<file path="config.mk">
export PLATFORM = sky130hd
export DESIGN_NAME = short_descriptor_table_walker
export DESIGN_NICKNAME = d
export VERILOG_FILES = /design/src/rtl/sdtw_pkg.sv /design/src/rtl/sdtw_cfg_regs.sv /design/src/rtl/sdtw_walk.sv /design/src/rtl/sdtw_out_buf.sv /design/src/rtl/short_descriptor_table_walker.sv
export SDC_FILE = /design/constraint.sdc
export NUM_CORES = 1
export LEC_CHECK = 0
export BUFFER_PORTS_ARGS = -buffer_cell sky130_fd_sc_hd__buf_4
export CORE_ASPECT_RATIO = 1.4
export CORE_UTILIZATION = 44
export CTS_CLUSTER_DIAMETER = 40
export DETAILED_ROUTE_END_ITERATION = 6
export SKIP_CTS_REPAIR_TIMING = 1
export SYNTH_ARGS = -nofsm -noshare
export SYNTH_HDL_FRONTEND = slang
export SYNTH_HIERARCHICAL = 1
export SYNTH_SLANG_ARGS = --single-unit
</file>
<file path="constraint.sdc">
create_clock -name i_clk -period 7.9 [get_ports i_clk]
set_input_delay 1.975 -clock i_clk [delete_from_list [all_inputs] [get_ports i_clk]]
set_output_delay 1.975 -clock i_clk [all_outputs]
set_load 0.05 [all_outputs]
</file>
<file path="src/rtl/sdtw_pkg.sv">
// ----------------------------------------------------------------------------
// sdtw_pkg
// Types and constants shared by the short-descriptor table walker modules.
// ----------------------------------------------------------------------------
package sdtw_pkg;

    localparam int unsigned ADDR_W   = 32;
    localparam int unsigned SPLIT_W  = 3;
    localparam int unsigned CFG_IDX_W = 2;
    localparam int unsigned S_TDATA_W = 64;
    localparam int unsigned M_TDATA_W = 40;

    // configuration register indexes
    localparam logic [CFG_IDX_W-1:0] CFG_BASE_HIGH = 2'd0;
    localparam logic [CFG_IDX_W-1:0] CFG_BASE_LOW  = 2'd1;
    localparam logic [CFG_IDX_W-1:0] CFG_SPLIT     = 2'd2;

    // input item command
    localparam logic CMD_TRANSLATE = 1'b0;
    localparam logic CMD_READ_DATA = 1'b1;

    // descriptor type codes
    localparam logic [1:0] L1_PAGE_TABLE = 2'd1;
    localparam logic [1:0] L1_SECTION    = 2'd2;
    localparam logic [1:0] L2_LARGE      = 2'd1;
    localparam int unsigned SUPER_BIT    = 18;

    typedef enum logic [1:0] {
        PH_IDLE = 2'd0,
        PH_L1   = 2'd1,
        PH_L2   = 2'd2
    } t_phase;

    typedef enum logic [1:0] {
        KIND_READ    = 2'd0,
        KIND_DONE    = 2'd1,
        KIND_IGNORED = 2'd2
    } t_kind;

    localparam logic [1:0] SIZE_SMALL   = 2'd0;
    localparam logic [1:0] SIZE_LARGE   = 2'd1;
    localparam logic [1:0] SIZE_SECTION = 2'd2;
    localparam logic [1:0] SIZE_SUPER   = 2'd3;

    typedef struct packed {
        logic [ADDR_W-1:0]  base_high;
        logic [ADDR_W-1:0]  base_low;
        logic [SPLIT_W-1:0] split;
    } t_cfg;

    typedef struct packed {
        t_kind             kind;
        logic [ADDR_W-1:0] address;
        logic              fault;
        logic [1:0]        size;
    } t_result;

endpackage

</file>
<file path="src/rtl/sdtw_cfg_regs.sv">
// ----------------------------------------------------------------------------
// sdtw_cfg_regs
// Translation table base and split registers, written over the config port.
// ----------------------------------------------------------------------------
module sdtw_cfg_regs (
    input  logic                           i_clk,
    input  logic                           i_rst_n,
    input  logic                           i_cfg_valid,
    input  logic [sdtw_pkg::CFG_IDX_W-1:0] i_cfg_index,
    input  logic [sdtw_pkg::ADDR_W-1:0]    i_cfg_data,
    output sdtw_pkg::t_cfg                 o_cfg
);
    import sdtw_pkg::*;

    t_cfg r_cfg;

    always_ff @(posedge i_clk) begin
        if (!i_rst_n) begin
            r_cfg <= '0;
        end else if (i_cfg_valid) begin
            case (i_cfg_index)
                CFG_BASE_HIGH: r_cfg.base_high <= i_cfg_data;
                CFG_BASE_LOW:  r_cfg.base_low  <= i_cfg_data;
                CFG_SPLIT:     r_cfg.split     <= i_cfg_data[SPLIT_W-1:0];
                default: begin
                end
            endcase
        end
    end

    assign o_cfg = r_cfg;

endmodule

</file>
<file path="src/rtl/sdtw_walk.sv">
// ----------------------------------------------------------------------------
// sdtw_walk
// Walk state and the single-step logic that turns one item into one result.
// ----------------------------------------------------------------------------
module sdtw_walk (
    input  logic                        i_clk,
    input  logic                        i_rst_n,
    input  logic                        i_accept,
    input  logic                        i_cmd,
    input  logic [sdtw_pkg::ADDR_W-1:0] i_va,
    input  logic [sdtw_pkg::ADDR_W-1:0] i_data,
    input  sdtw_pkg::t_cfg              i_cfg,
    output sdtw_pkg::t_result           o_result
);
    import sdtw_pkg::*;

    t_phase            r_phase, n_phase;
    logic [ADDR_W-1:0] r_pending, n_pending;
    logic              r_use_low, n_use_low;

    logic              busy;
    logic [3:0]        low_shift;
    logic [ADDR_W-1:0] base_sel;
    logic              l1_low;
    logic [ADDR_W-1:0] l1_va;
    logic [ADDR_W-1:0] l1_addr;
    logic [ADDR_W-1:0] l2_addr;
    logic              l2_fault;

    assign busy = (r_phase == PH_L1) || (r_phase == PH_L2);

    // level-1 address, fresh request or retry under the low table
    assign l1_low    = (i_cmd == CMD_TRANSLATE) ? 1'b0 : 1'b1;
    assign l1_va     = (i_cmd == CMD_TRANSLATE) ? i_va : r_pending;
    assign low_shift = 4'd14 - {1'b0, i_cfg.split};
    assign base_sel  = l1_low ? (i_cfg.base_low & ({ADDR_W{1'b1}} << low_shift))
                              : {i_cfg.base_high[ADDR_W-1:14], 14'd0};
    assign l1_addr   = base_sel + {18'd0, l1_va[31:20], 2'b00};
    assign l2_addr   = {i_data[31:10], 10'd0} + {22'd0, r_pending[19:12], 2'b00};

    assign l2_fault  = !i_data[1] && (i_data[1:0] != L2_LARGE);

    // next state
    always_comb begin
        n_phase   = r_phase;
        n_pending = r_pending;
        n_use_low = r_use_low;
        if (i_cmd == CMD_TRANSLATE) begin
            if (!busy) begin
                n_pending = i_va;
                n_use_low = 1'b0;
                n_phase   = PH_L1;
            end
        end else begin
            case (r_phase)
                PH_L1: begin
                    if (i_data[1:0] == L1_PAGE_TABLE) begin
                        n_phase = PH_L2;
                    end else if (i_data[1:0] == L1_SECTION) begin
                        n_phase = PH_IDLE;
                    end else begin
                        n_phase   = r_use_low ? PH_IDLE : PH_L1;
                        n_use_low = 1'b1;
                    end
                end
                PH_L2: begin
                    if (l2_fault) begin
                        n_phase   = r_use_low ? PH_IDLE : PH_L1;
                        n_use_low = 1'b1;
                    end else begin
                        n_phase = PH_IDLE;
                    end
                end
                default: begin
                end
            endcase
        end
    end

    // result
    always_comb begin
        o_result      = '0;
        o_result.kind = KIND_IGNORED;
        if (i_cmd == CMD_TRANSLATE) begin
            if (!busy) begin
                o_result.kind    = KIND_READ;
                o_result.address = l1_addr;
            end
        end else begin
            case (r_phase)
                PH_L1: begin
                    if (i_data[1:0] == L1_PAGE_TABLE) begin
                        o_result.kind    = KIND_READ;
                        o_result.address = l2_addr;
                    end else if (i_data[1:0] == L1_SECTION) begin
                        o_result.kind = KIND_DONE;
                        if (i_data[SUPER_BIT]) begin
                            o_result.address = {i_data[31:24], r_pending[23:0]};
                            o_result.size    = SIZE_SUPER;
                        end else begin
                            o_result.address = {i_data[31:20], r_pending[19:0]};
                            o_result.size    = SIZE_SECTION;
                        end
                    end else if (!r_use_low) begin
                        o_result.kind    = KIND_READ;
                        o_result.address = l1_addr;
                    end else begin
                        o_result.kind  = KIND_DONE;
                        o_result.fault = 1'b1;
                    end
                end
                PH_L2: begin
                    if (i_data[1]) begin
                        o_result.kind    = KIND_DONE;
                        o_result.address = {i_data[31:12], r_pending[11:0]};
                        o_result.size    = SIZE_SMALL;
                    end else if (!l2_fault) begin
                        o_result.kind    = KIND_DONE;
                        o_result.address = {i_data[31:16], r_pending[15:0]};
                        o_result.size    = SIZE_LARGE;
                    end else if (!r_use_low) begin
                        o_result.kind    = KIND_READ;
                        o_result.address = l1_addr;
                    end else begin
                        o_result.kind  = KIND_DONE;
                        o_result.fault = 1'b1;
                    end
                end
                default: begin
                end
            endcase
        end
    end

    always_ff @(posedge i_clk) begin
        if (!i_rst_n) begin
            r_phase   <= PH_IDLE;
            r_pending <= '0;
            r_use_low <= 1'b0;
        end else if (i_accept) begin
            r_phase   <= n_phase;
            r_pending <= n_pending;
            r_use_low <= n_use_low;
        end
    end

endmodule

</file>
<file path="src/rtl/sdtw_out_buf.sv">
// ----------------------------------------------------------------------------
// sdtw_out_buf
// Result register with a skid entry, so the input side keeps moving
// while a result waits on the output side.
// ----------------------------------------------------------------------------
module sdtw_out_buf (
    input  logic                i_clk,
    input  logic                i_rst_n,
    input  logic                i_valid,
    output logic                o_ready,
    input  sdtw_pkg::t_result   i_result,
    output logic                o_valid,
    input  logic                i_ready,
    output sdtw_pkg::t_result   o_result
);
    import sdtw_pkg::*;

    logic    r_out_valid, r_skid_valid;
    t_result r_out, r_skid;
    logic    take;
    logic    drain;

    assign o_ready = !r_skid_valid;
    assign take    = i_valid && !r_skid_valid;
    assign drain   = r_out_valid && i_ready;

    always_ff @(posedge i_clk) begin
        if (!i_rst_n) begin
            r_out_valid  <= 1'b0;
            r_skid_valid <= 1'b0;
        end else if (!r_out_valid || drain) begin
            r_out_valid  <= r_skid_valid || take;
            r_skid_valid <= 1'b0;
        end else if (take) begin
            r_skid_valid <= 1'b1;
        end
    end

    always_ff @(posedge i_clk) begin
        if (!r_out_valid || drain) begin
            r_out <= r_skid_valid ? r_skid : i_result;
        end
        if (take && r_out_valid && !drain) begin
            r_skid <= i_result;
        end
    end

    assign o_valid  = r_out_valid;
    assign o_result = r_out;

endmodule

</file>
<file path="src/rtl/short_descriptor_table_walker.sv">
// ----------------------------------------------------------------------------
// short_descriptor_table_walker
// Two-level short-descriptor page table walker: each item (a translate
// request or returned descriptor data) gives one result item, either a
// descriptor read request or the finished translation.
//
//   channel   direction  signals                          handshake
//   s         in         tdata, tuser (cmd)               tvalid & tready
//   m         out        tdata, tuser (kind)              tvalid & tready
//   cfg       in         index, data                      valid & ready
//
// one item per cycle while s ready is high; each result is registered before it appears on m
// walk state advances in the cycle an item is accepted
// a result register plus one skid entry part input from output
// s ready drops only when both are full; cfg is always ready
// synchronous active-low reset clears walk state and config registers
// ----------------------------------------------------------------------------
module short_descriptor_table_walker (
    input  logic                           i_clk,
    input  logic                           i_rst_n,
    input  logic                           i_s_tvalid,
    output logic                           o_s_tready,
    input  logic [sdtw_pkg::S_TDATA_W-1:0] i_s_tdata,  // virtual_address, read_data
    input  logic                           i_s_tuser,  // cmd
    output logic                           o_m_tvalid,
    input  logic                           i_m_tready,
    output logic [sdtw_pkg::M_TDATA_W-1:0] o_m_tdata,  // address, fault, page_size_code
    output logic [1:0]                     o_m_tuser,  // kind
    input  logic                           i_cfg_valid,
    output logic                           o_cfg_ready,
    input  logic [sdtw_pkg::CFG_IDX_W-1:0] i_cfg_index,
    input  logic [sdtw_pkg::ADDR_W-1:0]    i_cfg_data
);
    import sdtw_pkg::*;

    t_cfg    cfg;
    t_result step_result;
    t_result out_result;
    logic    s_ready;
    logic    accept;

    assign o_cfg_ready = 1'b1;
    assign accept      = i_s_tvalid && s_ready;
    assign o_s_tready  = s_ready;

    sdtw_cfg_regs u_cfg (
        .i_clk       (i_clk),
        .i_rst_n     (i_rst_n),
        .i_cfg_valid (i_cfg_valid),
        .i_cfg_index (i_cfg_index),
        .i_cfg_data  (i_cfg_data),
        .o_cfg       (cfg)
    );

    sdtw_walk u_walk (
        .i_clk    (i_clk),
        .i_rst_n  (i_rst_n),
        .i_accept (accept),
        .i_cmd    (i_s_tuser),
        .i_va     (i_s_tdata[31:0]),
        .i_data   (i_s_tdata[63:32]),
        .i_cfg    (cfg),
        .o_result (step_result)
    );

    sdtw_out_buf u_out (
        .i_clk    (i_clk),
        .i_rst_n  (i_rst_n),
        .i_valid  (i_s_tvalid),
        .o_ready  (s_ready),
        .i_result (step_result),
        .o_valid  (o_m_tvalid),
        .i_ready  (i_m_tready),
        .o_result (out_result)
    );

    assign o_m_tdata = {5'd0, out_result.size, out_result.fault, out_result.address};
    assign o_m_tuser = out_result.kind;

endmodule
</file>
==> results of run 1 <==
-- critical path: stages --
cell       delay [ns]
buf_4            0.53
clkinv_1         0.53
nor2_1           0.32
and3_1           0.23
ha_1             0.28
o21ai_0          0.22
o21ai_0          0.12
a21oi_1          0.30
o2bb2ai_1        0.46
nor3_1           0.16
xor2_1           0.18
a211o_1          0.35
mux2_2           0.27
-- sequential cells by signal, indices dropped and copies added (netlist names) --
name                count
u_out/o_valid           1
u_out/r_skid_valid      1
u_walk/r_phase          2
u_out/r_skid           37
u_walk/r_use_low        1
u_out/o_result         37
u_cfg/o_cfg            53
u_walk/r_pending       32
-- worst paths after layout --
kind / from / cells after the start / slack, ns / end
worst max-delay path: i_s_tuser / 13 / 2.12 / u_out/o_result[23]
worst min-delay path: u_cfg/o_cfg[60] / 2 / 0.45 / u_cfg/o_cfg[60]
worst max register to register: u_cfg/o_cfg[1] / 13 / 3.44 / u_out/o_result[23]
worst min register to register: u_cfg/o_cfg[60] / 2 / 0.45 / u_cfg/o_cfg[60]
-- layer usage --
metal  vias up  track usage
met5         -            0
met4         0        0.110
met3        44       0.0309
met2       223        0.362
met1      3597        0.290
li1       3815            -
-- stage by stage --
stage / cell area, sq um / setup slack (ns) / std cells / hold WS, ns
final: 10900 / 2.12 / 1369 / 0.452
after CTS: 10900 / 2.19 / 1369 / 0.456
after detailed placement: 10400 / 1.77 / 1337 / 0.443
after global placement: 10400 / 1.77 / 1337 / 0.439
after floorplan: 9420 / 1.60 / 1014 / 0.430
after global routing: 10900 / 1.94 / 1369 / 0.468
-- final cells by class --
class                   instances  area [sq um]  area share
inverters                      18          67.6     0.00617
clock buffers                  17           425      0.0389
well taps                     256           320      0.0293
multi-input cells             755          4880       0.446
flip-flops and latches        164          4020       0.368
repair buffers                144          1080      0.0988
clock inverters                15           143      0.0130
-- power breakdown --
group | switching, mW | internal, mW
Combinational | 0.221 | 0.126
Sequential | 0.0240 | 0.929
Clock | 0.368 | 0.442
Total | 0.613 | 1.50
==> flow_summary.ini, run 1 <==
[setup_path]
worstPathMaxFanout = 55
end_kind = flip-flop
required_ns = 8.08
arrival_ns = 5.96
cp-start-kind = primary input
crit_type = in -> reg

[status]
status = finished, violations left
failed_checks = design-rule violations

[sta]
slew_headroom = 0.255
clock-skew-final_ns = 0.00799
drv_slew = 0
finalHoldViolCount = 0
period_needed_ns = 5.78
period_share = 0.732
fin_setup_tns_ns = 0
grt_setup_unrepaired = no
max_freq_mhz = 173
setup_viol = 0
tightest_slew_ns = 1.12

[die]
die_x_microns = 126
pin_count = 149
die_y_microns = 175
core_sq_um = 20700
fp-row-count = 62
die_area_sq_um = 22000
initial_core_util = 0.454

[synth]
syn_inst = 1010
syn-cell-area_sq_um = 9410
syn_area_per_cell_sq_um = 9.31
synth-warning-count = 6

[grt]
grt_max_degree = 75
antenna_found_initial = 0
grt_first_pass_wirelength_microns = 38300
overflow = 0
grt_pass1_vias = 7158
track_usage = 0.223

[cells_and_area]
fin_util = 0.528
final_cell_mix = nand2_1, buf_4, a21oi_1
final_common_cell = nand2_1
area_growth_pct = 16.3
n_fill_cell = 1914
drive_gt1_frac = 0.226
antennaDiodeCount = 0
nNetsFinal = 1224

[clocking]
clock_path_buffers = 2
clock_latency_ns = 0.43
clk_pin_slew_ns = 0.07
cts_buffers = 17
numClockSinks = 164
cts-root-buf = clkbuf_16
htreeDepth = 4
cts_tree = yes

[drt]
met2_length_microns = 11500
drt_iter0_drc = 568
avgViaCountPerCell = 5.61
wl_met1_microns = 10600
drc = 14
drtPass1Iterations = 7
wl_met3_microns = 1090
drtAntennaViolNets = 0
wirelength_microns = 24000
route.vias.total = 7679
routed.top_layer = met4
post_drt_wl_per_cell_microns = 17.5

[run]
max-cap-violations = 0

[pwr]
irDropWorstVdd_mv = 0.145
powerDensity_nw_per_um2 = 193
power_mw = 2.11
power_leakage_nw = 4.42

[min_path]
hp-class = reg -> reg

[placed_design]
dp_hpwl_microns = 17100
gp_congestion = 0.880
portBuffers = 134
Power figures use the tool's default switching activity.
==> run 2, diff against run 1 <==
--- a/config.mk
+++ b/config.mk
@@ -10,6 +10,7 @@
 export CORE_UTILIZATION = 44
 export CTS_CLUSTER_DIAMETER = 40
 export DETAILED_ROUTE_END_ITERATION = 6
+export PLACE_DENSITY = 0.67
 export SKIP_CTS_REPAIR_TIMING = 1
 export SYNTH_ARGS = -nofsm -noshare
 export SYNTH_HDL_FRONTEND = slang
==> constraint.sdc (replaced) <==
create_clock -name i_clk -period 5.2 [get_ports i_clk]
set_input_delay 1.3 -clock i_clk [delete_from_list [all_inputs] [get_ports i_clk]]
set_output_delay 1.3 -clock i_clk [all_outputs]
set_load 0.05 [all_outputs]
==> flow_summary.ini, run 2 (synthesis gave the netlist of run 1 again) <==
[clocking]
cts_tree = yes
clock_latency_ns = 0.42
numClockSinks = 164
clock_path_buffers = 2
clk_pin_slew_ns = 0.07
cts-root-buf = clkbuf_16
htreeDepth = 4
cts_buffers = 17

[cells_and_area]
area_growth_pct = 17.5
multi_input_area_sq_um = 4890
final_common_cell = nand2_1
final_area_sq_um = 11100
nNetsFinal = 1233
fin_util = 0.534
antennaDiodeCount = 0
final_cell_mix = nand2_1, buf_4, a21oi_1
largest_reg_flops = 53
drive_gt1_frac = 0.232
regArea_sq_um = 4020
instances_no_fill = 1378
n_fill_cell = 1915

[grt]
antenna_found_initial = 0
grt_max_degree = 53
overflow = 0
grt_pass1_vias = 7272
grt_first_pass_wirelength_microns = 37700
track_usage = 0.219

[die]
die_y_microns = 175
pin_count = 149
initial_core_util = 0.454
die_area_sq_um = 22000
fp-row-count = 62
core_sq_um = 20700
die_x_microns = 126

[setup_path]
crit_type = in -> reg
arrival_ns = 4.85
end_kind = flip-flop
required_ns = 5.38
worstRegToRegCells = 12
cp-start-kind = primary input
worstPathMaxFanout = 13

[placed_design]
dp_hpwl_microns = 17500
dp.cells = 1346
pre_cts_ws_ns = 0.401
gp_congestion = 0.862
portBuffers = 134
dpl_cell_area_sq_um = 10400

[pwr]
power_leakage_nw = 4.47
irDropWorstVdd_mv = 0.232
power_mw = 3.25
powerDensity_nw_per_um2 = 294

[sta]
grt_setup_unrepaired = no
slew_headroom = 0.250
period_share = 0.899
finalHoldViolCount = 0
drv_slew = 0
period_needed_ns = 4.68
tightest_slew_ns = 1.12
setup_viol = 0
clock-skew-final_ns = 0.00820
fin_ws_ns = 0.524
max_freq_mhz = 214

[drt]
route.vias.total = 7804
drt_iter0_drc = 591
avgViaCountPerCell = 5.66
drtAntennaViolNets = 0
drtPass1Iterations = 7
post_drt_wl_per_cell_microns = 17.5
drc = 9
wirelength_microns = 24100

[run]
max-cap-violations = 0

[status]
failed_checks = design-rule violations
status = finished, violations left

[min_path]
hold_path_depth = 2
hp-class = reg -> reg
## run 2: metal layers
metal	GRT usage	up-vias	share of wire
met2	0.378	287	0.49
met3	0.0337	50	0.052
met1	0.265	3635	0.42
met5	0	-	0
li1	-	3832	-
met4	0.106	0	0.037
## run 2: path summary, 6_finish.rpt
path | from | endpoint | slack, ns
worst max-delay path | i_s_tuser | u_out/o_result[14] | 0.52
worst max register to register | u_cfg/o_cfg[1] | u_out/o_result[14] | 0.91
worst min-delay path | u_cfg/o_cfg[53] | u_cfg/o_cfg[53] | 0.46
worst min register to register | u_cfg/o_cfg[53] | u_cfg/o_cfg[53] | 0.46
## run 2: layout make-up
cell class / count / share of cell area
well taps: 256 / 0.0290
clock inverters: 13 / 0.0135
repair buffers: 153 / 0.104
multi-input cells: 755 / 0.442
clock buffers: 19 / 0.0411
inverters: 18 / 0.00611
flip-flops and latches: 164 / 0.364
## run 2: report_power, final
group | leakage [nW] | switching (mW) | internal, mW
logic | 2.69 | 0.338 | 0.195
clock network | 0.285 | 0.529 | 0.741
registers | 1.49 | 0.0385 | 1.41
## run 2: worst max-delay path, cell delays in order
cell	delay, ns
buf_4	0.20
nand3_1	0.16
nor3b_1	0.52
ha_1	0.36
a211oi_1	0.47
o21bai_1	0.16
a21oi_1	0.26
o21ai_0	0.19
a21o_1	0.22
a2111oi_0	0.52
nor2_1	0.20
mux2_2	0.30
## run 2: metrics by stage
step	TNS [ns]	hold WS, ns
floorplan	-0.0298	0.430
global placement	0	0.439
detailed placement	0	0.446
CTS	0	0.455
global route	0	0.477
finish	0	0.455
==> run 3, diff against run 2 <==
==> constraint.sdc (replaced) <==
create_clock -name i_clk -period 5.2 [get_ports i_clk]
set_input_delay 0.78 -clock i_clk [delete_from_list [all_inputs] [get_ports i_clk]]
set_output_delay 0.78 -clock i_clk [all_outputs]
set_load 0.05 [all_outputs]
==> flow_summary.ini, run 3 (synthesis gave the netlist of run 1 again) <==
[sta]
period_share = 0.830
setup_viol = 0
grt_setup_unrepaired = no
max_freq_mhz = 232
finalHoldViolCount = 0
period_needed_ns = 4.32
clock-skew-final_ns = 0.0105
holdWs_ns = 0.453
tightest_slew_ns = 1.12
fin_setup_tns_ns = 0
fin_ws_ns = 0.883
slew_headroom = 0.250
drv_slew = 0

[cells_and_area]
nNetsFinal = 1227
largest_reg_flops = 53
final_common_cell = nand2_1
area_growth_pct = 16.7
antennaDiodeCount = 0
final_cell_mix = nand2_1, buf_4, a21oi_1
drive_gt1_frac = 0.227

[clocking]
clock_latency_ns = 0.43
cts-root-buf = clkbuf_16
cts_tree = yes
clk_pin_slew_ns = 0.07
clock_path_buffers = 2
cts_buffers = 17
htreeDepth = 4
numClockSinks = 164

[placed_design]
dp_hpwl_microns = 17200
pre_cts_ws_ns = 0.708
portBuffers = 134
gp_congestion = 0.915

[drt]
drt_iter0_drc = 707
drtPass1Iterations = 7
wirelength_microns = 24300
avgViaCountPerCell = 5.77
drc = 11
drtAntennaViolNets = 0
route.vias.total = 7918
post_drt_wl_per_cell_microns = 17.7

[setup_path]
reg2reg_slack_ns = 0.96
worstPathMaxFanout = 30
cp-start-kind = primary input
rr_startpoint = u_cfg/o_cfg[1]
end_kind = flip-flop
crit_type = in -> reg
cp-startpoint = i_s_tuser
required_ns = 5.39
arrival_ns = 4.50

[die]
pin_count = 149
die_y_microns = 175
fp-row-count = 62
initial_core_util = 0.454
core_sq_um = 20700
die_area_sq_um = 22000
die_x_microns = 126

[grt]
grt_max_degree = 53
overflow = 0
grt_first_pass_wirelength_microns = 37900
antenna_found_initial = 0
track_usage = 0.220
grt_pass1_vias = 7281

[pwr]
swShare = 0.291
p_int_mw = 2.28
seqPwrFrac = 0.451
power_mw = 3.22
clkPwrFrac = 0.384
irDropWorstVdd_mv = 0.221
power_leakage_nw = 4.44
combinationalPowerShare = 0.165
powerDensity_nw_per_um2 = 293
switchingPower_mw = 0.937

[status]
failed_checks = design-rule violations
status = finished, violations left

[min_path]
hold_start = u_walk/r_pending[30]
hp-class = reg -> reg

[run]
max-cap-violations = 0
run 3: changes by cell type in the layout (fill, tap and decap cells not counted), sizes merged:
cell / before / now
buf: 153 / 147
inv: 16 / 19
clkinvlp: 3 / 1
bufinv: 2 / 1
clkbuf: 19 / 18
clkinv: 10 / 11
run 3: area by class of cell:
class	instances	area, sq um
inverters	18	67.6
clock inverters	14	150
repair buffers	147	1100
multi-input cells	755	4880
fillers	1891	9740
flip-flops and latches	164	4020
well taps	256	320
clock buffers	18	429
run 3: worst paths after layout:
path	to	cells past startpoint
worst min-delay path	u_walk/r_pending[30]	2
worst min register to register	u_walk/r_pending[30]	2
worst max register to register	u_out/o_result[21]	13
worst max-delay path	u_out/o_result[14]	12
run 3: worst max-delay path, cell delays in order:
cell and delay, ns:
buf_4 0.32, nand3_1 0.19, nor3b_1 0.45, ha_1 0.34
a211oi_1 0.48, o21bai_1 0.15, a21oi_1 0.29, o21ai_0 0.19
a21o_1 0.22, a2111oi_0 0.57, nor2_1 0.20, mux2_2 0.30
run 3: power by group through the flow:
stage | Combinational, mW | Sequential, mW | Clock, mW
after floorplan | 0.278 | 1.56 | 0
after global placement | 0.518 | 1.48 | 0
after detailed placement | 0.523 | 1.48 | 0
after CTS | 0.526 | 1.45 | 1.26
after global routing | 0.566 | 1.46 | 1.31
final | 0.530 | 1.45 | 1.24
run 3: per-layer routing:
| layer | GRT usage | up-vias | routed length (microns) |
|---|---|---|---|
| met5 | 0 | - | 0 |
| met3 | 0.0364 | 56 | 1400 |
| li1 | - | 3815 | - |
| met1 | 0.268 | 3736 | 10100 |
| met4 | 0.110 | 0 | 937 |
| met2 | 0.373 | 311 | 11900 |
run 3: per-stage QoR:
step           area, sq um  std cells   util
5_1_grt              11000       1372  0.530
3_5_place_dp         10400       1340  0.502
6_report             11000       1372  0.530
2_1_floorplan         9420       1014      -
3_3_place_gp         10400       1340  0.502
4_1_cts              11000       1372  0.530
